File: src/rtl/wtfa_pkg.sv
// wtfa_pkg: shared types and sizes for the winograd f(2x3) tile accumulator.
// No dependencies; used by every module in rtl/.
`timescale 1ns / 1ps

package wtfa_pkg;

   localparam int unsigned TileElems  = 16;
   localparam int unsigned XformWidth = 16;
   localparam int unsigned AccWidth   = 32;
   localparam int unsigned OutElems   = 4;

   typedef logic signed [XformWidth-1:0] xelem_type;
   typedef logic signed [AccWidth-1:0]   acc_type;
   typedef xelem_type                    xtile_type [TileElems];
   typedef acc_type                      acc_tile_type [TileElems];

   // strobes from the top-level flow control into each mac lane
   typedef struct packed {
      logic prod_load;   // word moves from transform stage into product stage
      logic acc_load;    // word leaves product stage and is summed
      logic acc_clear;   // leaving word is the last channel
   } lane_ctl_type;

endpackage

File: src/rtl/wtfa_mac_lane.sv
// wtfa_mac_lane: one element lane, registered 16x16 product and a wrapping 32-bit accumulator.
// Depends on wtfa_pkg.
`timescale 1ns / 1ps

module wtfa_mac_lane (
   input  logic                    clock,
   input  logic                    reset,
   input  wtfa_pkg::lane_ctl_type  ctl,
   input  wtfa_pkg::xelem_type     v_elem,
   input  logic signed [15:0]      weight,
   output wtfa_pkg::acc_type       sum
);

   wtfa_pkg::acc_type prod_ff;
   wtfa_pkg::acc_type acc_ff;
   wtfa_pkg::acc_type acc_in;

   always_ff @(posedge clock) begin
      if (ctl.prod_load) begin
         prod_ff <= wtfa_pkg::acc_type'(v_elem) * wtfa_pkg::acc_type'(weight);
      end
   end

   assign sum = acc_ff + prod_ff;

   always_comb begin
      acc_in = acc_ff;
      if (ctl.acc_load) begin
         acc_in = ctl.acc_clear ? '0 : sum;
      end
   end

   always_ff @(posedge clock) begin
      if (reset) begin
         acc_ff <= '0;
      end else begin
         acc_ff <= acc_in;
      end
   end

endmodule

File: config.mk
export PLATFORM = sky130hd
export DESIGN_NAME = wtfa_mac_lane
export DESIGN_NICKNAME = d
export VERILOG_FILES = /design/src/rtl/wtfa_pkg.sv /design/src/rtl/wtfa_mac_lane.sv
export SDC_FILE = /design/constraint.sdc
export NUM_CORES = 1
export LEC_CHECK = 0
export ABC_AREA = 1
export BUFFER_PORTS_ARGS = -buffer_cell sky130_fd_sc_hd__buf_2
export CORE_MARGIN = 3
export CORE_UTILIZATION = 45
export CTS_BUF_LIST = sky130_fd_sc_hd__clkbuf_4 sky130_fd_sc_hd__clkbuf_8
export DETAILED_ROUTE_END_ITERATION = 8
export GPL_ROUTABILITY_DRIVEN = 0
export GPL_TIMING_DRIVEN = 0
export RECOVER_POWER = 50
export SLEW_MARGIN = 20
export SYNTH_ARGS = -nofsm -noshare
export SYNTH_HDL_FRONTEND = slang
export SYNTH_SLANG_ARGS = --single-unit
File: constraint.sdc
create_clock -name clock -period 6 [get_ports clock]
set_clock_uncertainty 0.1 [all_clocks]
set_input_delay 0.6 -clock clock [delete_from_list [all_inputs] [get_ports clock]]
set_output_delay 0.6 -clock clock [all_outputs]
set_load 0.05 [all_outputs]
=== Word level (Yosys, flattened, before mapping) ===
Cells that the tools add are included.

* Bits in registers: 64
* Input bits: 37
* Output and inout bits: 32

* Add/subtract/negate cells: 1
* $mul: 1
* Muxes and demuxes: 1

{| class="wikitable"
|+ Operator list
! kind !! count
|-
| 32-bit adder || 1
|-
| 16-bit by 16-bit multiplier with 32-bit output || 1
|-
| 32-bit two-way mux || 1
|}

=== Longest topological paths before layout ===
* Depth after elaboration: 2
* Mapped depth: 25
* Depth with buffers taken out: 24

=== Worst setup path before layout ===
No wires, ideal clock.

* Path type: input -> register
* Start: in weight[6]
* End: reg prod_ff[31] (data pin)
* Library setup time: 252 ps
* Data arrival time: 5597 ps
* Data required time: 5648 ps
* Path slack: 50 ps
* Cell stages on the path: 22
* Buffers on the path: 2
* Path through: clkbuf_1 clkbuf_1 nand2_1 fa_1 inv_1 fa_1 fa_1 fa_1 fa_1 inv_1 fa_1 inv_1 ha_1 nand2_1 nor2_1 inv_1 nor4_1 nand2_1 inv_1 nor2_1 nand2_1 nand2_1

* Longest elaborated chain between the ends: 1

{| class="wikitable"
|+ RTL lines
! what !! line !! text
|-
| from (decl) || wtfa_mac_lane.sv:10 || <nowiki>input logic signed [15:0] weight,</nowiki>
|-
| 16-bit by 16-bit multiplier with 32-bit output || wtfa_mac_lane.sv:20 || <nowiki>prod_ff <= wtfa_pkg::acc_type'(v_elem) * wtfa_pkg::acc_type'(weight);</nowiki>
|-
| to (signal assigned) || wtfa_mac_lane.sv:20 ||
|-
| to (decl) || wtfa_mac_lane.sv:14 || <nowiki>wtfa_pkg::acc_type prod_ff;</nowiki>
|}

No other way between the ends.
A chain may end at the register's enable or synchronous reset.

=== Final worst setup path ===
* Start: in weight[4]
* End: reg prod_ff[31] (data pin)

Same word-level chain as after synthesis.

==> results.py <==
metrics = {
    "synthesis": {
        "synth_area_per_cell_um2": 7.38,
        "seq_area_frac_synth": 0.106,
        "yosys.area.top_type": "fa_1",
        "synth_cell_types": 40,
        "synth_cells": 2053,
        "synth.top_cells.by_area": "fa_1 (35%), nand2_1 (14%), inv_1 (14%)",
        "ys.flop_type": "edfxtp_1",
        "yosys_warnings": 0,
        "ys_async_sr_fraction": 0,
        "syn-cell-area_um2": 15100,
        "syn_nets": 2466,
        "ys_seq_elements": 64,
        "synth_edf_count": 32,
        "synth.top_cell.area_share": 0.348,
    },
    "clock_network": {
        "path_clk_slew_ps": 80,
        "h-tree-depth": 3,
        "cts_root_buf": "clkbuf_8",
        "cts_tree": "yes",
        "cts_sinks": 64,
        "cts_buffer_depth": 2,
        "numCtsBuffers": 9,
        "clk_latency_ps": 370,
    },
    "worst_hold_path": {
        "hold_start": "acc_ff[25]",
        "hp-class": "reg -> reg",
        "holdPathStages": 2,
        "hold_end": "acc_ff[25]",
    },
    "status": {
        "status": "finished with violations",
        "violations": "capacitance limit, slew limit",
    },
    "timing": {
        "final-setup-viol-count": 0,
        "fmax_mhz": 173,
        "max-slew-margin-rel": -0.219,
        "fin_crit_sh": 0.965,
        "worst_pin_slew_ps": 1830,
        "period_needed_ps": 5790,
        "final-hold-violation-count": 0,
        "slew_viol_final": 33,
    },
    "die": {
        "initial_core_util": 0.461,
        "io_pins": 69,
        "die_w_um": 189,
        "die-area_um2": 35900,
        "fp.dieH_um": 189,
        "placementRows": 66,
        "core-area_um2": 32900,
    },
    "setup_path": {
        "crit_required_ps": 6030,
        "worstSetupEndpointType": "flop",
        "critPathLaunchType": "primary input",
        "reg2reg_slack_ps": 3440,
        "r2r_start": "prod_ff[0]",
        "crit_arrival_ps": 5820,
        "rr_worst_depth": 11,
        "r2r_end": "acc_ff[24]",
        "cp_max_fo": 8,
        "path_class": "in -> reg",
        "worstSetupStartpoint": "weight[4]",
    },
    "routing": {
        "drt_pass1_iterations": 5,
        "routed_wl_um": 41400,
        "drtAntennaViolNets": 0,
        "detail_route.drc_violations": 0,
        "routedWlPerCell_um": 16.2,
        "vias": 12732,
        "via_per_inst": 4.98,
        "drt_iter0_markers": 759,
    },
    "cells_and_area": {
        "fin_cells": 2556,
        "area_growth_pct": 7.80,
        "layout_common_cells": "nand2_1 (580), inv_1 (572), fa_1 (261), ha_1 (110), a21oi_1 (82)",
        "fin_area_um2": 16300,
        "layout_commonest_cell": "nand2_1",
        "diodes": 0,
        "layout-drive-gt1-share": 0.0766,
        "nNetsFinal": 2522,
    },
    "global_route": {
        "antenna_found_initial": 0,
        "grt_overflow_total": 0,
        "grt_use_total": 0.242,
        "grt_pass1_wl_um": 68100,
        "grt_pass1_vias": 13289,
        "grt_max_degree": 33,
    },
    "place": {
        "dp.cells": 2539,
        "hpwl_um": 35700,
        "placed_area_um2": 15900,
        "port-buffer-count": 44,
    },
    "flow_run": {
        "max_cap_violations": 1,
    },
}
-- synthesized netlist by cell type, types with 3 or more instances --
library cell	n
nor2_1	73
o211ai_1	4
xor2_1	36
fa_1	263
xnor2_1	9
o21ai_0	16
o21bai_1	8
nand4_1	14
inv_1	570
clkbuf_1	61
a21oi_1	85
inv_2	6
ha_1	113
nor3_1	9
a21o_1	5
buf_2	3
nand3_1	63
xor2_2	3
nand2_1	577
nor3_2	5
or2_2	6
dfxtp_1	32
and2_1	22
nand2_2	14
edfxtp_1	32
nand3_2	6
-- worst max-delay path: stages --
cell	delay, ps
buf_2	260
nand2_1	150
fa_1	610
inv_1	80
fa_2	710
fa_1	480
fa_1	510
fa_1	490
inv_1	50
fa_1	480
inv_1	40
ha_2	380
nand2_2	100
nor2_2	180
inv_1	100
nor4_2	270
nand2_1	110
inv_1	70
nor2_1	40
nand2_1	60
nand2_1	50
-- sequential cells by signal, summed over array words and instances (netlist names) --
signal / cells
acc_ff: 32
prod_ff: 32
-- final cells by class --
class / count / area (um2)
Sequential cell: 64 / 1600
Multi-Input combinational cell: 1348 / 11200
Fill cell: 3434 / 16500
Clock buffer: 9 / 124
Tap cell: 442 / 553
Inverter: 576 / 2160
Clock inverter: 7 / 103
Timing Repair Buffer: 48 / 250
Buffer: 62 / 380
-- cells by family (layout without fill, tap and decap cells) --
logic type / count (synthesis) / after routing / share of synthesized area
xor gates and xnor gates: 48 / 48 / 0.0292
adders and majority gates: 376 / 376 / 0.441
AOI/OAI and AO/OA: 126 / 126 / 0.0454
and+or+nand+nor: 798 / 798 / 0.220
buffers and inverters: 641 / 702 / 0.159
DFF: 64 / 64 / 0.106
-- how the worst max path moves through the flow --
stage	to	depth (start not counted)
2_1_floorplan	prod_ff[31]	22
3_3_place_gp	prod_ff[31]	22
3_5_place_dp	prod_ff[31]	22
4_1_cts	prod_ff[29]	19
5_1_grt	prod_ff[31]	22
6_report	prod_ff[31]	21
-- metal layers --
layer / global-route usage / vias to the layer above / share of wire
met5: 0 / - / 0
met1: 0.306 / 6210 / 0.41
li1: - / 6064 / -
met2: 0.433 / 388 / 0.50
met3: 0.0343 / 70 / 0.064
met4: 0.0697 / 0 / 0.026
-- repair_timing --
item / 4_1_cts / 5_1_grt
setup endpoints to repair: 19 / 18
buffers inserted: 1 / 3
hold buffers: 0 / 0
gates resized for setup: 45 / 101
pin swaps: 1 / 4
-- through the flow --
stage / hold slack (ps) / utilization / TNS [ps] / setup slack (ps)
2_1_floorplan: 342 / - / 0 / 50.4
3_3_place_gp: 357 / 0.484 / -14830 / -994
3_5_place_dp: 360 / 0.484 / -15270 / -1020
4_1_cts: 365 / 0.493 / 0 / 2.99
5_1_grt: 388 / 0.497 / -53.6 / -47.8
6_report: 376 / 0.497 / 0 / 209
Power is not shown: default switching activity piles up to over one toggle a cycle in this logic, so the estimate is an artifact.
