<file path="config.mk">
export PLATFORM = sky130hd
export DESIGN_NAME = wtfa_out_xform
export DESIGN_NICKNAME = d
export VERILOG_FILES = /design/src/rtl/wtfa_pkg.sv /design/src/rtl/wtfa_out_xform.sv
export SDC_FILE = /design/constraint.sdc
export NUM_CORES = 2
export LEC_CHECK = 0
export BUFFER_PORTS_ARGS = -buffer_cell sky130_fd_sc_hd__buf_2
export CAP_MARGIN = 25
export CORE_MARGIN = 1
export CORE_UTILIZATION = 40
export DETAILED_ROUTE_END_ITERATION = 6
export GPL_TIMING_DRIVEN = 0
export PLACE_DENSITY = 0.58
export SETUP_SLACK_MARGIN = 0.05
export SLEW_MARGIN = 30
export SYNTH_ARGS = -nofsm -noshare
export SYNTH_HDL_FRONTEND = slang
export SYNTH_SLANG_ARGS = --single-unit
</file>
<file path="constraint.sdc">
create_clock -name clock -period 62.8 [get_ports clock]
set_input_delay 3.14 -clock clock [delete_from_list [all_inputs] [get_ports clock]]
set_output_delay 3.14 -clock clock [all_outputs]
set_load 0.02 [all_outputs]
</file>
<file path="src/rtl/wtfa_pkg.sv">
// wtfa_pkg: shared types and sizes for the winograd f(2x3) tile accumulator.
// No dependencies; used by every module in rtl/.
`timescale 1ns / 1ps

package wtfa_pkg;

   localparam int unsigned TileElems  = 16;
   localparam int unsigned XformWidth = 16;
   localparam int unsigned AccWidth   = 32;
   localparam int unsigned OutElems   = 4;

   typedef logic signed [XformWidth-1:0] xelem_type;
   typedef logic signed [AccWidth-1:0]   acc_type;
   typedef xelem_type                    xtile_type [TileElems];
   typedef acc_type                      acc_tile_type [TileElems];

   // strobes from the top-level flow control into each mac lane
   typedef struct packed {
      logic prod_load;   // word moves from transform stage into product stage
      logic acc_load;    // word leaves product stage and is summed
      logic acc_clear;   // leaving word is the last channel
   } lane_ctl_type;

endpackage

</file>
<file path="src/rtl/wtfa_out_xform.sv">
// wtfa_out_xform: merges the 16 lane sums through y = A^T M A over two stages
// and holds the result word for the rsp channel. Depends on wtfa_pkg.
`timescale 1ns / 1ps

module wtfa_out_xform (
   input  logic                       clock,
   input  logic                       reset,
   input  logic                       m_valid,
   output logic                       m_ready,
   input  wtfa_pkg::acc_tile_type     m_tile,
   output logic                       rsp_valid,
   input  logic                       rsp_ready,
   output logic signed [31:0]         rsp_out_r0_c0,
   output logic signed [31:0]         rsp_out_r0_c1,
   output logic signed [31:0]         rsp_out_r1_c0,
   output logic signed [31:0]         rsp_out_r1_c1
);

   wtfa_pkg::acc_tile_type m_ff;
   wtfa_pkg::acc_type      s_ff [2][4];
   wtfa_pkg::acc_type      s_in [2][4];
   wtfa_pkg::acc_type      y_ff [wtfa_pkg::OutElems];
   wtfa_pkg::acc_type      y_in [wtfa_pkg::OutElems];
   logic                   mv_ff, sv_ff, yv_ff;
   logic                   mv_in, sv_in, yv_in;
   logic                   m_rdy, s_rdy, y_rdy;

   assign y_rdy   = !yv_ff || rsp_ready;
   assign s_rdy   = !sv_ff || y_rdy;
   assign m_rdy   = !mv_ff || s_rdy;
   assign m_ready = m_rdy;

   always_comb begin
      mv_in = m_rdy ? m_valid : mv_ff;
      sv_in = s_rdy ? mv_ff : sv_ff;
      yv_in = y_rdy ? sv_ff : yv_ff;
   end

   // column pass then row pass
   always_comb begin
      for (int c = 0; c < 4; c++) begin
         s_in[0][c] = m_ff[c] + m_ff[4+c] + m_ff[8+c];
         s_in[1][c] = m_ff[4+c] - m_ff[8+c] - m_ff[12+c];
      end
      for (int r = 0; r < 2; r++) begin
         y_in[2*r+0] = s_ff[r][0] + s_ff[r][1] + s_ff[r][2];
         y_in[2*r+1] = s_ff[r][1] - s_ff[r][2] - s_ff[r][3];
      end
   end

   always_ff @(posedge clock) begin
      if (reset) begin
         mv_ff <= 1'b0;
         sv_ff <= 1'b0;
         yv_ff <= 1'b0;
      end else begin
         mv_ff <= mv_in;
         sv_ff <= sv_in;
         yv_ff <= yv_in;
      end
   end

   always_ff @(posedge clock) begin
      if (m_rdy && m_valid) begin
         m_ff <= m_tile;
      end
      if (s_rdy && mv_ff) begin
         s_ff <= s_in;
      end
      if (y_rdy && sv_ff) begin
         y_ff <= y_in;
      end
   end

   assign rsp_valid     = yv_ff;
   assign rsp_out_r0_c0 = y_ff[0];
   assign rsp_out_r0_c1 = y_ff[1];
   assign rsp_out_r1_c0 = y_ff[2];
   assign rsp_out_r1_c1 = y_ff[3];

endmodule

</file>
; ---- Word-level counts from Yosys, hierarchy flattened
; Index checks and enable logic that the tools add are counted.
[classes]
addsub = 24
reduce_logical = 9
[op_table]
columns = op, n
row1 = 32-bit adder, 12
row2 = 32-bit subtractor, 12
row3 = 1-bit logical AND, 3
row4 = 1-bit logical NOT, 3
row5 = 1-bit logical OR, 3
[totals]
register_bits = 899
input_bits = 516
output_inout_bits = 130
wordCells = 64

; ---- Depth between registers and ports, before layout
[depth]
ltp_word = 5
mapped_depth = 14
mapped_depth_nobuf = 14

; ---- Least setup slack after synthesis
; Ideal clock, no wire load.
[synth_path]
path_type = input-to-reg
start = input rsp_ready
end = register m_ff[0] (netlist name), enable pin
setup_ps = 1696
t_arrival_ps = 28520
t_required_ps = 61104
path_slack_ps = 32584
path_stages = 2
path_buffers = 0
cell_sequence = nor2b_1 a31oi_1
[synth_via]
elab_chain_len = 4
[synth_rtl]
columns = element, line
row1 = "start, declared", wtfa_out_xform.sv:12  ; input logic rsp_ready,
row2 = 1-bit logical OR, wtfa_out_xform.sv:28  ; assign y_rdy = !yv_ff || rsp_ready;
row3 = 1-bit logical OR, wtfa_out_xform.sv:29  ; assign s_rdy = !sv_ff || y_rdy;
row4 = 1-bit logical OR, wtfa_out_xform.sv:30  ; assign m_rdy = !mv_ff || s_rdy;
row5 = 1-bit logical AND, wtfa_out_xform.sv:64  ; if (m_rdy && m_valid) begin
row6 = "end signal, assigned", wtfa_out_xform.sv:65  ; m_ff <= m_tile;
row7 = "end, declared", wtfa_out_xform.sv:19  ; wtfa_pkg::acc_tile_type m_ff;
; Every way passes these cells.
; A chain may end at the register's enable or synchronous reset.

; ---- Worst setup path in the final report
[layout_path]
start = input rsp_ready
end = output m_ready
[layout_via]
elab_chain_len = 3
[layout_rtl]
columns = element, line
row1 = 1-bit logical OR, wtfa_out_xform.sv:28
row2 = 1-bit logical OR, wtfa_out_xform.sv:29
row3 = 1-bit logical OR, wtfa_out_xform.sv:30
row4 = "end, declared", wtfa_out_xform.sv:9  ; output logic m_ready,
; Every way passes these cells.

==> parameters.txt <==
Parameter                              Value

Global route
  Vias in the first global route    between 30000 and 40000
  Maximum number of pins on one net before global-route repair    23
  Antenna violations before repair    37
  First-pass GRT wire length    around 240000 um
  Remaining global-route overflow    0
  GRT Resource Usage Total    0.232

Finish
  Growth of design area from synthesis to finish    18.0%
  Number of fillers in the final layout    about 12000
  Net count, final    roughly 6400
  Area of all placed cells without fillers    64900 um2
  Seq. cell area    27000 um2
  Area used by multi-input combinational logic    26000 um2
  Count of non-filler cells in the finished layout    approximately 7000
  Share of cells above drive strength 1    0.169

STA
  Final count of hold timing violations    0
  Clock Skews    32.3 ps
  Final worst path period need    around 7300 ps
  Setup Total Neg Slack    0 ps
  Maximum operating frequency    136 MHz
  Worst Max-Slew Pin Slew    between 1000 and 1500 ps
  Finish-stage setup viols    0
  Final count of pins violating max slew    0
  Tightest slew margin relative to the limit    0.254
  RSZ-0062 raised after global routing    no
  Ratio of final minimum period to clock period    0.117
  Post-route worst setup slack    55460 ps

Worst hold path
  Type of the most critical hold path    flop to flop
  Number of cells traversed by the worst hold path    2

Setup path
  R2r setup slk    58030 ps
  Worst setup EP type    output pin
  Startpoint type of the worst setup path    primary input
  Start point of the critical path    rsp_ready
  Cell repeated most along the worst path    buf_2
  Data required, critical path    ~60000 ps
  Worst r2r dst    rsp_out_r1_c0[24]$_DFFE_PP_
  Worst R2R Path Depth    11
  Crit path max-delay cell type    nor2b_1
  Startpoint of the worst-slack reg-to-reg timing path    s_ff[66]$_DFFE_PP_
  List of cells traversed by the critical path    buf_2 -> nor2b_1 -> nand3_1 -> buf_2
  Critical path class    primary input to output pin
  Last element of the critical path    m_ready
  CP peak stage delay    580 ps
  Biggest fanout along the worst timing path    6
  Worst Path Arrival    between 4000 and 5000 ps

Yosys
  Net count after synthesis    about 5600
  Post-synthesis instance area    about 55000 um2
  Top-count cell post-synth    edfxtp_1
  Area share of the largest cell type after synthesis    0.489
  Area leader, netlist    edfxtp_1
  Flops & latches, synth    899
  Number of warnings issued by yosys    0
  Top cell types by occurrence after synthesis    edfxtp_1, inv_1, fa_1, ha_1, a21oi_1
  Main synth FF type    edfxtp_1
  Sequential element share of the synthesized area    0.491
  Number of different library cells in the post-synthesis netlist    73
  Post-synthesis average cell area    between 10 and 15 um2
  Main area contributors after synthesis    edfxtp_1, fa_1, ha_1
  Count of flip-flops with a built-in enable after synthesis    between 800 and 900
  Synthesized netlist cell count    roughly 4400
  Fraction of synthesis flops using an asynchronous set or reset pin    0

Detailed routing
  Number of optimization iterations in the first detailed-route pass    6
  Initial DRC count    between 2000 and 3000
  Sum of routed wire length over all layers    163000 um
  DR DRC count    0
  Via count    about 37000
  DR WL/cell    approximately 23 um
  Via-to-Cell Ratio    ~5.3
  Detail Route Antenna Nets    0

Die
  Core ar.    around 140000 um2
  Width of the chip    between 300 and 400 um
  Standard-cell row count    about 140
  Area of the die    139000 um2
  Chip Height    between 300 and 400 um
  Starting density of the core    0.404
  Num ports    around 650

CTS
  H-tree Lvls    3
  Sink count of the clock tree    approximately 900
  Clock latency reported for the late side of the worst-skew pair    710 ps
  Number of hold buffers added after CTS    0
  Buffers from clock root to sink, at most    3
  Clock transition at path regs    around 60 ps
  Number of buffers added by the clock tree synthesis step    approximately 110
  Clock tree from TritonCTS    yes
  Library cell used as clock root buffer    clkbuf_16
  Post-CTS setup buffer count    0
  Number of cells upsized or downsized after cts    0

Place
  Placed Instance Area    just over 60000 um2
  Input/output buffers    ~650
  Post-detailed-placement half-perimeter wirelength    about 130000 um
  DP Cell Count    a little under 7000
  Final weighted congestion in routability-driven placement    just over 0.9
  Place WS    ~55000 ps

Power and ir drop
  Power share of the clock group    0.201
  Power density over the cells    around 46 nW/um2
  Internal power summed over all cells    1.75 mW
  Net switching share of the total power    0.412
  Part of the total power dissipated in combinational logic    0.498
  P_sw    between 1 and 1.5 mW
  Largest vdd supply drop    around 22 uV
  Leakage power total    27.3 nW
  Sequential share of power    0.301

Run
  Max-Cap Viols    0

Outcome
  Run status    complete, no violations
==> critical path, delay by kind of cell <==
| kind | cells | cell delay (ps) |
|---|---|---|
| buf+inv | 2 | 300 |
| simple gates | 2 | 750 |
==> layout by cell type, fill, tap and decap left out, types with 62 or more instances in the layout <==
cell type | Yosys | layout
a21o_1 | 192 | 192
a21oi_1 | 315 | 315
buf_2 | 0 | 645
clkbuf_1 | 44 | 72
clkbuf_16 | 0 | 108
edfxtp_1 | 896 | 896
fa_1 | 378 | 378
ha_1 | 378 | 378
inv_1 | 505 | 505
nand2_1 | 171 | 171
nand3_1 | 62 | 62
nor2_1 | 200 | 200
o21ai_0 | 180 | 180
xnor2_1 | 223 | 223
xor2_1 | 122 | 122
==> per-layer routing <==
layer / vias to the layer above / routed length (um) / track usage
met5: - / 60 / 0
met4: 10 / 4240 / 0.0644
met3: 224 / 11600 / 0.0483
met2: 1126 / 74300 / 0.368
met1: 18300 / 73100 / 0.323
li1: 17400 / - / -
==> cell families after synthesis <==
group	share of synthesized area
and+or+nand+nor	0.0657
adders and majority gates	0.224
AOI/OAI and AO/OA	0.127
xor gates and xnor gates	0.0550
DFF	0.491
muxes	0.000728
buffers and inverters	0.0376
==> worst min path at each step <==
stage                         endpoint  slack, ps                from
floorplan           sv_ff$_SDFFE_PP0P_        480  mv_ff$_SDFFE_PP0N_
global placement    sv_ff$_SDFFE_PP0P_        510  mv_ff$_SDFFE_PP0N_
detailed placement  sv_ff$_SDFFE_PP0P_        560  mv_ff$_SDFFE_PP0N_
CTS                 sv_ff$_SDFFE_PP0P_        580  mv_ff$_SDFFE_PP0N_
global route        sv_ff$_SDFFE_PP0P_        630  mv_ff$_SDFFE_PP0N_
finish              sv_ff$_SDFFE_PP0P_        580  mv_ff$_SDFFE_PP0N_
==> sequential cells by signal, indices dropped and copies added (netlist names) <==
register	count
rsp_out_r1_c0	32
m_ff	512
rsp_out_r1_c1	32
rsp_out_r0_c0	32
mv_ff	1
sv_ff	1
rsp_valid	1
rsp_out_r0_c1	32
s_ff	256
==> power groups by stage <==
stage,registers [mW],clock network [mW],logic [mW]
after floorplan,0.936,0,0.974
after global placement,0.945,0,1.45
after detailed placement,0.909,0,1.46
after CTS,0.899,0.618,1.48
after global routing,0.907,0.637,1.62
final,0.897,0.600,1.48
==> layout make-up <==
class / count / share of cell area
Timing Repair Buffer: 699 / 0.0660
Antenna cell: 9 / 0.000347
Multi-Input combinational cell: 2911 / 0.401
Buffer: 45 / 0.00260
Clock inverter: 53 / 0.00715
Clock buffer: 140 / 0.0441
Tap cell: 1781 / 0.0343
Inverter: 505 / 0.0292
Sequential cell: 899 / 0.416
==> stage by stage <==
| step | hold WS (ps) | total power, mW | utilization |
|---|---|---|---|
| after floorplan | 476 | 1.91 | - |
| after global placement | 509 | 2.40 | 0.444 |
| after detailed placement | 565 | 2.37 | 0.453 |
| after CTS | 579 | 2.99 | 0.477 |
| after global routing | 635 | 3.17 | 0.477 |
| final | 580 | 2.98 | 0.477 |
Power figures use the tool's default switching activity.
