[src/rtl/wtfa_pkg.sv]
// wtfa_pkg: shared types and sizes for the winograd f(2x3) tile accumulator.
// No dependencies; used by every module in rtl/.
`timescale 1ns / 1ps

package wtfa_pkg;

   localparam int unsigned TileElems  = 16;
   localparam int unsigned XformWidth = 16;
   localparam int unsigned AccWidth   = 32;
   localparam int unsigned OutElems   = 4;

   typedef logic signed [XformWidth-1:0] xelem_type;
   typedef logic signed [AccWidth-1:0]   acc_type;
   typedef xelem_type                    xtile_type [TileElems];
   typedef acc_type                      acc_tile_type [TileElems];

   // strobes from the top-level flow control into each mac lane
   typedef struct packed {
      logic prod_load;   // word moves from transform stage into product stage
      logic acc_load;    // word leaves product stage and is summed
      logic acc_clear;   // leaving word is the last channel
   } lane_ctl_type;

endpackage

[src/rtl/wtfa_in_xform.sv]
// wtfa_in_xform: input transform v = B^T d B on a 4x4 int8 tile, 16-bit wrapping.
// Depends on wtfa_pkg.
`timescale 1ns / 1ps

module wtfa_in_xform (
   input  logic [63:0]         tile_top,
   input  logic [63:0]         tile_bottom,
   output wtfa_pkg::xtile_type v_tile
);

   wtfa_pkg::xelem_type d [4][4];
   wtfa_pkg::xelem_type t [4][4];

   always_comb begin
      for (int r = 0; r < 4; r++) begin
         for (int c = 0; c < 4; c++) begin
            if (r < 2) begin
               d[r][c] = wtfa_pkg::xelem_type'($signed(tile_top[8*(4*r+c) +: 8]));
            end else begin
               d[r][c] = wtfa_pkg::xelem_type'($signed(tile_bottom[8*(4*(r-2)+c) +: 8]));
            end
         end
      end
      for (int c = 0; c < 4; c++) begin
         t[0][c] = d[0][c] - d[2][c];
         t[1][c] = d[1][c] + d[2][c];
         t[2][c] = d[2][c] - d[1][c];
         t[3][c] = d[1][c] - d[3][c];
      end
      for (int r = 0; r < 4; r++) begin
         v_tile[4*r+0] = t[r][0] - t[r][2];
         v_tile[4*r+1] = t[r][1] + t[r][2];
         v_tile[4*r+2] = t[r][2] - t[r][1];
         v_tile[4*r+3] = t[r][1] - t[r][3];
      end
   end

endmodule

[config.mk]
export PLATFORM = sky130hd
export DESIGN_NAME = wtfa_in_xform
export DESIGN_NICKNAME = d
export VERILOG_FILES = /design/src/rtl/wtfa_pkg.sv /design/src/rtl/wtfa_in_xform.sv
export SDC_FILE = /design/constraint.sdc
export NUM_CORES = 1
export LEC_CHECK = 0
export BUFFER_PORTS_ARGS = -buffer_cell sky130_fd_sc_hd__buf_2
export CAP_MARGIN = 20
export CORE_MARGIN = 2
export CORE_UTILIZATION = 26
export DETAILED_ROUTE_END_ITERATION = 10
export PLACE_DENSITY = 0.53
export SYNTH_ARGS = -nofsm -noshare
export SYNTH_HDL_FRONTEND = slang
export SYNTH_SLANG_ARGS = --single-unit
export TNS_END_PERCENT = 50
[constraint.sdc]
create_clock -name vclk -period 4.7
set_input_delay 0.705 -clock vclk [all_inputs]
set_output_delay 0.705 -clock vclk [all_outputs]
set_load 0.005 [all_outputs]
# Word-level counts from Yosys, hierarchy flattened
# Cells that the tools add are included.
# W data, S select, Z words.
dict set report word_totals {
  register_bits 0
  output_inout_bits 256
  inputBits 128
}
dict set report op_classes {
  addsub 32
}
# operator count
set op_table {}
lappend op_table {{$sub A9 B9 Y10} 12}
lappend op_table {{$sub A8 B8 Y9} 12}
lappend op_table {{$add A9 B9 Y10} 4}
lappend op_table {{$add A8 B8 Y9} 4}

# Longest topological paths before layout
# Gate-level depths: netlist of the first run.
dict set report depth {
  ltp_word 2
  mapped_depth 18
  mapped_depth_nobuf 17
}

# Worst setup path before layout of the first run
# Ideal clock, no wire load.
dict set report synth_path {
  kind {input to output}
  startpoint {in tile_top[40]}
  endpoint {out v_tile[10] (netlist bit)}
  n_path_buf 1
  setup_slack_ns -0.256
  arrival_time_ns 4.251
  stages 18
  required_ns 3.995
  cell_sequence {inv_1 -> ha_1 -> inv_1 -> fa_1 -> a21o_1 -> a21oi_1 -> o21bai_1 -> a21oi_1 -> nor2b_1 -> nor3_1 -> mux2_2 -> fa_1 -> ha_1 -> and2_1 -> o21ai_0 -> o311ai_0 -> nor3_1 -> buf_4}
}
# item line_no
set synth_lines {}
lappend synth_lines {{start, declared} wtfa_in_xform.sv:6} ;# input logic [63:0] tile_top,
lappend synth_lines {{end, declared} wtfa_in_xform.sv:8} ;# output wtfa_pkg::xtile_type v_tile

==> run_results.csv, run 1 <==
group,metric,value,unit
run_status,status,"finished with violations",
run_status,violations,"negative setup slack",
power,max-vdd-ir-drop,0.000273,V
finish,seq_cells,0,
clock_network,hold_buffers,0,
hold_path,hold_class,"input port to output pin",
routing,ant_nets,0,
global_route,grt_pass1_vias,10900,
setup_path,cp.arrival,4180,ps
routing,drtIter0Drc,426,
routing,dr.pass1.iters,4,
timing,drv_slew,0,
synthesis,ys_seq_area_frac,0,
place,gp_congestion,0.863,
setup_path,crit_fanout,7,
place,place_hpwl,35100,um
global_route,grtUsageTotal,0.180,
setup_path,cp.required,3990,ps
timing,fmax,205,MHz
synthesis,syn_area_per_cell,7.99,um^2
job,max-cap-violations,0,
power,p_switching,3.84,mW
floorplanning,die_y,206,um
hold_path,min_to,"v_tile[0]",
global_route,grt_pass1_wl,59200,um
setup_path,critPathLaunchType,"input port",
setup_path,critPathCaptureType,"output pin",
synthesis,syn_inst,1328,
routing,drc,0,
power,pwr-share-seq,0,
power,p_int,4.28,mW
finish,syn2layout_area_growth,60.6,%
routing,wl_per_cell,16.4,um
power,leakagePower,9.02,nW
synthesis,synth_cell_types,50,
hold_path,min_from,"tile_bottom[56]",
finish,layout_common_cells,"buf_4, buf_2, inv_1",
timing,grt_setup_unrepaired,"yes",
finish,clkbuf_count,0,
routing,drt_wl_total,40500,um
global_route,overflow,0,
synthesis,synth_area_leaders,"ha_1, fa_1, inv_1",
synthesis,syn_nets,1757,
hold_path,min_delay_path_depth,3,
timing,setup_viol,50,
floorplanning,core,0.0400,mm^2
synthesis,yosys_warnings,0,
timing,fin_crit,4880,ps
floorplanning,io_pins,384,
global_route,grt_max_degree,10,
timing,worst_slew_pin_slew,584,ps
place,port_buffers,384,
global_route,gr-usage-met1,0.233,
global_route,antenna_found_initial,7,
finish,mostFrequentLayoutCell,"buf_4",
global_route,use_met2,0.321,
global_route,grt_most_used_layer,"met2",
finish,finish.utilization,0.426,
floorplanning,die_x,206,um
floorplanning,num_rows,73,
power,p_clk_frac,0,
timing,slew_headroom,0.607,
synthesis,netlist_area,0.0106,mm^2
power,combPwrFrac,1.000,
power,power-per-cell-area,476,mW/mm^2
power,switching_share,0.473,
routing,num_vias,10800,
finish,seq_area,0,um^2
timing,fin_ws,-185,ps
synthesis,yosysTopAreaCell,"ha_1",
finish,layout.nets,2377,
timing,hold_violations,0,
finish,drive_above_1_share,0.506,
routing,via_per_inst,4.36,
floorplanning,start_util,0.265,
setup_path,worstSetupPathType,"input port to output pin",
timing,hold_slack,1710,ps
floorplanning,die-area,0.0424,mm^2
synthesis,synth.top_cell.area_share,0.254,
global_route,use_met3,0.0155,
timing,fin_crit_sh,1.04,
[layout make-up]
class                           instances  area (um^2)
Inverter                              304         1170
Timing Repair Buffer                  732         4980
Tap cell                              525          657
Multi-Input combinational cell        910        10200
Antenna cell                            2         5.00
Fill cell                            4076        23000
[Yosys cell counts (17+ instances only)]
cell type,number
a21o_1,36
a21oi_1,116
buf_4,100
fa_1,86
ha_1,215
inv_1,304
nand2_1,18
nor2_1,27
nor3_1,17
o21ai_0,31
o21bai_1,55
xnor2_1,107
xor2_1,58
[layer usage]
| layer | part of all wire | up-vias | wire length (um) |
|---|---|---|---|
| met4 | 0.023 | 10 | 934 |
| met2 | 0.50 | 225 | 20300 |
| met5 | 0.0015 | - | 60 |
| met3 | 0.038 | 39 | 1520 |
| li1 | - | 5484 | - |
| met1 | 0.44 | 5026 | 17700 |
[logic make-up after synthesis]
family / synth area share
simple gates: 0.0636
buf+inv: 0.183
xor+xnor: 0.136
fa+ha+maj: 0.416
compound gates: 0.194
mux: 0.00708
[critical path: stages]
cell and delay [ps]:
buf_8 100, buf_6 120, ha_4 160, fa_2 350
a21o_1 220, a21oi_2 180, o21bai_2 100, a21oi_2 200
xnor2_1 170, inv_1 80, fa_1 520, ha_4 210
a21oi_2 120, o21ai_2 100, or4_1 510, and3_4 210
buf_6 130
[worst max-delay path by stage]
stage                    start          end  cells after the start
3_5_place_dp   tile_bottom[16]  v_tile[249]                     17
5_1_grt           tile_top[48]   v_tile[58]                     19
4_1_cts         tile_bottom[8]   v_tile[75]                     19
6_report          tile_top[48]  v_tile[186]                     17
3_3_place_gp      tile_top[16]  v_tile[253]                     18
2_1_floorplan     tile_top[16]  v_tile[250]                     17
[timing repair]
action | in CTS | in global routing
gates resized for setup | 272 | 138
setup endpoints to repair | 111 | 129
endpoints found under the hold margin | 0 | 0
pin swaps | 116 | 115
buffers inserted | 44 | 24
gates cloned | 0 | 0
[stage by stage]
step                      worst slack (ps)  setup TNS, ps  area, um^2  power (mW)  instances
after global routing                  -357         -17260       17000        8.86       2473
final                                 -185          -6160       17000        8.11       2473
after global placement                -499         -23860       14500        6.57       2406
after floorplan                      -2.58          -31.0       10600        3.88       1328
after detailed placement              -640         -29470       14500        6.66       2406
after CTS                             -234          -8780       16200        7.67       2447
[power groups by stage]
stage	Sequential, mW	Clock (mW)	Combinational (mW)
2_1_floorplan	0	0	3.88
3_3_place_gp	0	0	6.57
3_5_place_dp	0	0	6.66
4_1_cts	0	0	7.67
5_1_grt	0	0.0000000569	8.86
6_report	0	0.0000000570	8.11
(Power assumes the default switching activity.)
==> inputs of run 2 (changes only) <==
--- a/config.mk
+++ b/config.mk
@@ -7,10 +7,12 @@
 export LEC_CHECK = 0
 export BUFFER_PORTS_ARGS = -buffer_cell sky130_fd_sc_hd__buf_2
 export CAP_MARGIN = 20
+export CELL_PAD_IN_SITES_DETAIL_PLACEMENT = 1
+export CELL_PAD_IN_SITES_GLOBAL_PLACEMENT = 1
 export CORE_MARGIN = 2
 export CORE_UTILIZATION = 26
 export DETAILED_ROUTE_END_ITERATION = 10
-export PLACE_DENSITY = 0.53
+export PLACE_DENSITY = 0.68
 export SYNTH_ARGS = -nofsm -noshare
 export SYNTH_HDL_FRONTEND = slang
 export SYNTH_SLANG_ARGS = --single-unit
==> constraint.sdc (replaced) <==
create_clock -name vclk -period 4.4
set_input_delay 0.66 -clock vclk [all_inputs]
set_output_delay 0.66 -clock vclk [all_outputs]
set_load 0.005 [all_outputs]
==> run 2 against run 1 <==
Net effect: sequential share of layout area did not move; worst hold slack got worse by 99 ps; largest power group unchanged; largest cell class unchanged; global-route usage rose by 2.3 points; the flow still finishes with violations (negative setup slack).
==> run_results.csv, run 2 (same netlist as run 1, synthesis figures left out) <==
group,metric,value,unit
power,combPwrFrac,1.000,
finish,finish.utilization,0.463,
setup_path,critPathLaunchType,"input port",
global_route,antenna_found_initial,6,
floorplanning,die_y,206,um
power,p_switching,4.59,mW
setup_path,path_cells,"buf_8 > buf_6 > ha_4 > fa_2 > nand2b_1 > a21oi_2 > nor2_2 > o21bai_2 > a21oi_2 > buf_4 > xnor2_2 > inv_1 > fa_1 > inv_2 > ha_4 > a21oi_4 > o21ai_2 > or4_1 > and3_4 > buf_2",
hold_path,hold_class,"input port to output pin",
finish,layout_common_cells,"buf_4, buf_2, inv_1",
timing,hold_violations,0,
routing,num_vias,11600,
setup_path,worstSetupPathType,"input port to output pin",
global_route,grt_pass1_vias,12500,
power,pwr-share-seq,0,
setup_path,cpLargestDelayFamily,"adder cells",
finish,drive_above_1_share,0.573,
floorplanning,die-area,0.0424,mm^2
place,place_hpwl,39100,um
power,leakagePower,9.59,nW
power,power.total,9.74,mW
finish,seq_cells,0,
run_status,violations,"negative setup slack",
power,switching_share,0.472,
place,gp_congestion,0.856,
timing,drv_slew,0,
global_route,overflow,0,
floorplanning,num_rows,73,
run_status,status,"finished with violations",
power,p_clk_frac,0,
power,max-vdd-ir-drop,0.000329,V
timing,fin_crit,4900,ps
finish,clkbuf_count,0,
setup_path,cp.arrival,4240,ps
routing,drt_wl_total,47700,um
setup_path,worst-path-stages,20,
setup_path,critPathCaptureType,"output pin",
setup_path,critical-path-slowest-cell,"fa_1",
routing,via_per_inst,4.58,
finish,layout.nets,2444,
clock_network,hold_buffers,0,
routing,ant_nets,0,
timing,slew_headroom,0.587,
global_route,grt_pass1_wl,67300,um
routing,dr.pass1.iters,4,
global_route,grt_max_degree,10,
power,p_int,5.15,mW
setup_path,cpPeakStageDelay,500,ps
floorplanning,io_pins,384,
routing,wl_per_cell,18.8,um
routing,drc,0,
timing,fin_crit_sh,1.11,
global_route,grtUsageTotal,0.203,
timing,fmax,204,MHz
finish,mostFrequentLayoutCell,"buf_4",
setup_path,cp.required,3740,ps
place,port_buffers,384,
finish,seq_area,0,um^2
timing,worst_slew_pin_slew,612,ps
floorplanning,die_x,206,um
floorplanning,start_util,0.265,
timing,fin_ws,-495,ps
timing,setup_viol,88,
power,power-per-cell-area,526,mW/mm^2
finish,syn2layout_area_growth,74.7,%
timing,grt_setup_unrepaired,"yes",
setup_path,cp_num_buf_inv,6,
hold_path,min_delay_path_depth,3,
routing,drtIter0Drc,366,
setup_path,crit_fanout,7,
floorplanning,core,0.0400,mm^2
job,max-cap-violations,0,
[run 2: cell types whose count changed in the layout (fill, tap and decap cells not counted), moves of 7 or more]
cell	previous run	this run
ha_1	180	158
inv_1	280	271
a21oi_4	4	18
buf_4	339	377
xnor2_4	1	8
buf_6	63	90
a21oi_1	69	51
xnor2_2	16	25
ha_4	32	51
o21ai_2	12	19
xnor2_1	90	74
[run 2: routing by layer]
layer / GRT usage / routed length, um / up-vias / share of wire
li1: - / - / 5605 / -
met1: 0.252 / 19500 / 5677 / 0.41
met2: 0.377 / 24700 / 277 / 0.52
met3: 0.0156 / 1940 / 67 / 0.041
met4: 0.0485 / 1590 / 4 / 0.033
met5: 0 / 36 / - / 0.00075
[run 2: area by class of cell]
class	count	area [um^2]
Antenna cell	4	10.0
Fill cell	4681	21500
Inverter	304	1200
Multi-Input combinational cell	910	11000
Tap cell	525	657
Timing Repair Buffer	799	5630
[run 2: per-stage QoR]
step	area (um^2)	setup slack [ps]	hold WS, ps	setup TNS (ps)	cells
CTS	16900	-508	1610	-27450	2504
global placement	15200	-578	1610	-35070	2457
finish	18500	-495	1610	-25640	2542
global route	18500	-619	1630	-42050	2541
floorplan	10900	-111	1440	-2740	1328
detailed placement	15200	-628	1620	-46100	2457
[run 2: worst paths after layout]
kind | startpoint | end | slack, ps
setup / recovery | tile_bottom[8] | v_tile[138] | -500
hold / removal | tile_bottom[56] | v_tile[0] | 1610
[run 2: what timing repair did]
action	in CTS	in global routing
resized for setup	262	264
pin swaps	113	153
setup buffers	50	43
gates cloned	0	0
endpoints found under the setup margin	150	162
[run 2: power by group through the flow]
stage / logic, mW / clock network, mW / registers, mW
after floorplan: 4.26 / 0 / 0
after global placement: 7.31 / 0 / 0
after detailed placement: 7.54 / 0 / 0
after CTS: 8.67 / 0 / 0
after global routing: 10.5 / 0.0000000912 / 0
final: 9.74 / 0.000000122 / 0
==> inputs of run 3 (changes only) <==
--- a/config.mk
+++ b/config.mk
@@ -9,7 +9,7 @@
 export CAP_MARGIN = 20
 export CELL_PAD_IN_SITES_DETAIL_PLACEMENT = 1
 export CELL_PAD_IN_SITES_GLOBAL_PLACEMENT = 1
-export CORE_MARGIN = 2
+export CORE_MARGIN = 3
 export CORE_UTILIZATION = 26
 export DETAILED_ROUTE_END_ITERATION = 10
 export PLACE_DENSITY = 0.68
==> run 3 against run 2 <==
Net effect: the flow still finishes with violations (negative setup slack); clock-buffer cell count stayed put; cell count is 0.24% lower; critical endpoint is now v_tile[63]; first-iteration DRC count decreased by 30%; die area is 2.0% higher.
==> run_results.csv, run 3 (same netlist as run 1, synthesis figures left out) <==
group,metric,value,unit
finish,final_area,0.0184,mm^2
routing,wl_per_cell,19.0,um
finish,clkbuf_count,0,
setup_path,cp.required,3740,ps
setup_path,cpLargestDelayFamily,"adder cells",
routing,drt_wl_total,48300,um
power,max-vdd-ir-drop,0.000257,V
timing,grt_setup_unrepaired,"yes",
timing,hold_violations,0,
routing,drc,0,
setup_path,cp_num_buf_inv,5,
finish,layout.nets,2429,
run_status,status,"finished with violations",
floorplanning,start_util,0.265,
timing,slew_headroom,0.680,
routing,via_per_inst,4.55,
finish,syn2layout_area_growth,73.0,%
timing,drv_slew,0,
routing,ant_nets,0,
floorplanning,io_pins,384,
timing,fin_crit,4880,ps
power,power-per-cell-area,523,mW/mm^2
place,preCtsSetupSlack,-708,ps
place,place_hpwl,39800,um
power,leakagePower,9.46,nW
setup_path,worstSetupPathType,"input port to output pin",
setup_path,crit_fanout,7,
floorplanning,core,0.0400,mm^2
floorplanning,num_rows,73,
global_route,grtUsageTotal,0.201,
job,max-cap-violations,0,
global_route,gr-usage-met1,0.231,
timing,setup_viol,95,
timing,worst_slew_pin_slew,476,ps
floorplanning,die-area,0.0433,mm^2
run_status,violations,"negative setup slack",
global_route,grt_pass1_wl,69800,um
timing,fin_crit_sh,1.11,
place,dpl_cell_area,0.0151,mm^2
place,gp_congestion,0.877,
finish,seq_area,0,um^2
global_route,antenna_found_initial,16,
finish,mostFrequentLayoutCell,"buf_4",
finish,seq_cells,0,
floorplanning,die_y,208,um
global_route,grt_pass1_vias,12700,
routing,drtIter0Drc,256,
global_route,grt_most_used_layer,"met2",
setup_path,critPathCaptureType,"output pin",
place,port_buffers,384,
global_route,use_met2,0.379,
global_route,use_met3,0.0277,
global_route,grt_max_degree,10,
finish,layout_common_cells,"buf_4, buf_2, inv_1",
setup_path,critPathLaunchType,"input port",
routing,dr.pass1.iters,4,
routing,num_vias,11500,
timing,hold_slack,1620,ps
floorplanning,die_x,208,um
setup_path,cpPeakStageDelay,630,ps
hold_path,hold_class,"input port to output pin",
setup_path,critical-path-slowest-cell,"fa_2",
finish,drive_above_1_share,0.568,
setup_path,path_cells,"buf_12 > buf_12 > inv_12 > ha_4 > inv_2 > fa_2 > a21o_1 > a21oi_2 > o21bai_1 > a21oi_2 > nor2b_1 > nor3_2 > mux2i_2 > fa_2 > ha_4 > and3_4 > a2111oi_4 > and3_4 > buf_2",
global_route,overflow,0,
timing,fmax,205,MHz
timing,fin_ws,-475,ps
setup_path,cp.arrival,4220,ps
run 3: cell types whose count changed in the layout (fill, tap and decap cells not counted), sizes merged:
cell    previous run  this run
clkinv             0         1
inv              304       303
clkbuf             0         1
buf              799       783
diode              4        13
run 3: worst paths after layout:
check,startpoint,endpoint,slack (ps),cells past startpoint
setup / recovery,tile_top[48],v_tile[63],-480,19
hold / removal,tile_bottom[56],v_tile[0],1620,3
run 3: per-stage QoR:
step,util,TNS (ps),std cells,power [mW]
2_1_floorplan,-,-2740,1328,4.26
3_3_place_gp,0.379,-34570,2450,7.32
3_5_place_dp,0.379,-49050,2450,7.59
4_1_cts,0.425,-23120,2487,8.83
5_1_grt,0.459,-44140,2534,10.4
6_report,0.459,-25140,2536,9.60
run 3: what timing repair did:
| action | 4_1_cts | 5_1_grt |
|---|---|---|
| gates resized for setup | 315 | 187 |
| endpoints found under the hold margin | 0 | 0 |
| hold buffers | 0 | 0 |
| setup endpoints to repair | 150 | 156 |
| pin swaps | 103 | 116 |
| setup buffers | 40 | 38 |
run 3: area by class of cell:
cell class	count	area, um^2
Antenna cell	13	32.5
Fill cell	4736	21700
Inverter	304	1210
Multi-Input combinational cell	910	11000
Tap cell	525	657
Timing Repair Buffer	784	5470
run 3: metal layers:
metal	wire (um)	vias to the layer above
met3	1840	94
met2	25300	264
li1	-	5582
met1	18900	5591
met4	2220	6
met5	34	-
run 3: where the power goes:
group	internal [mW]	switching [mW]	total [mW]	leakage, nW
clock network	0.000000396	0	0.000000396	0.0000824
registers	0	0	0	0
logic	5.04	4.56	9.60	9.46
total	5.04	4.56	9.60	9.46
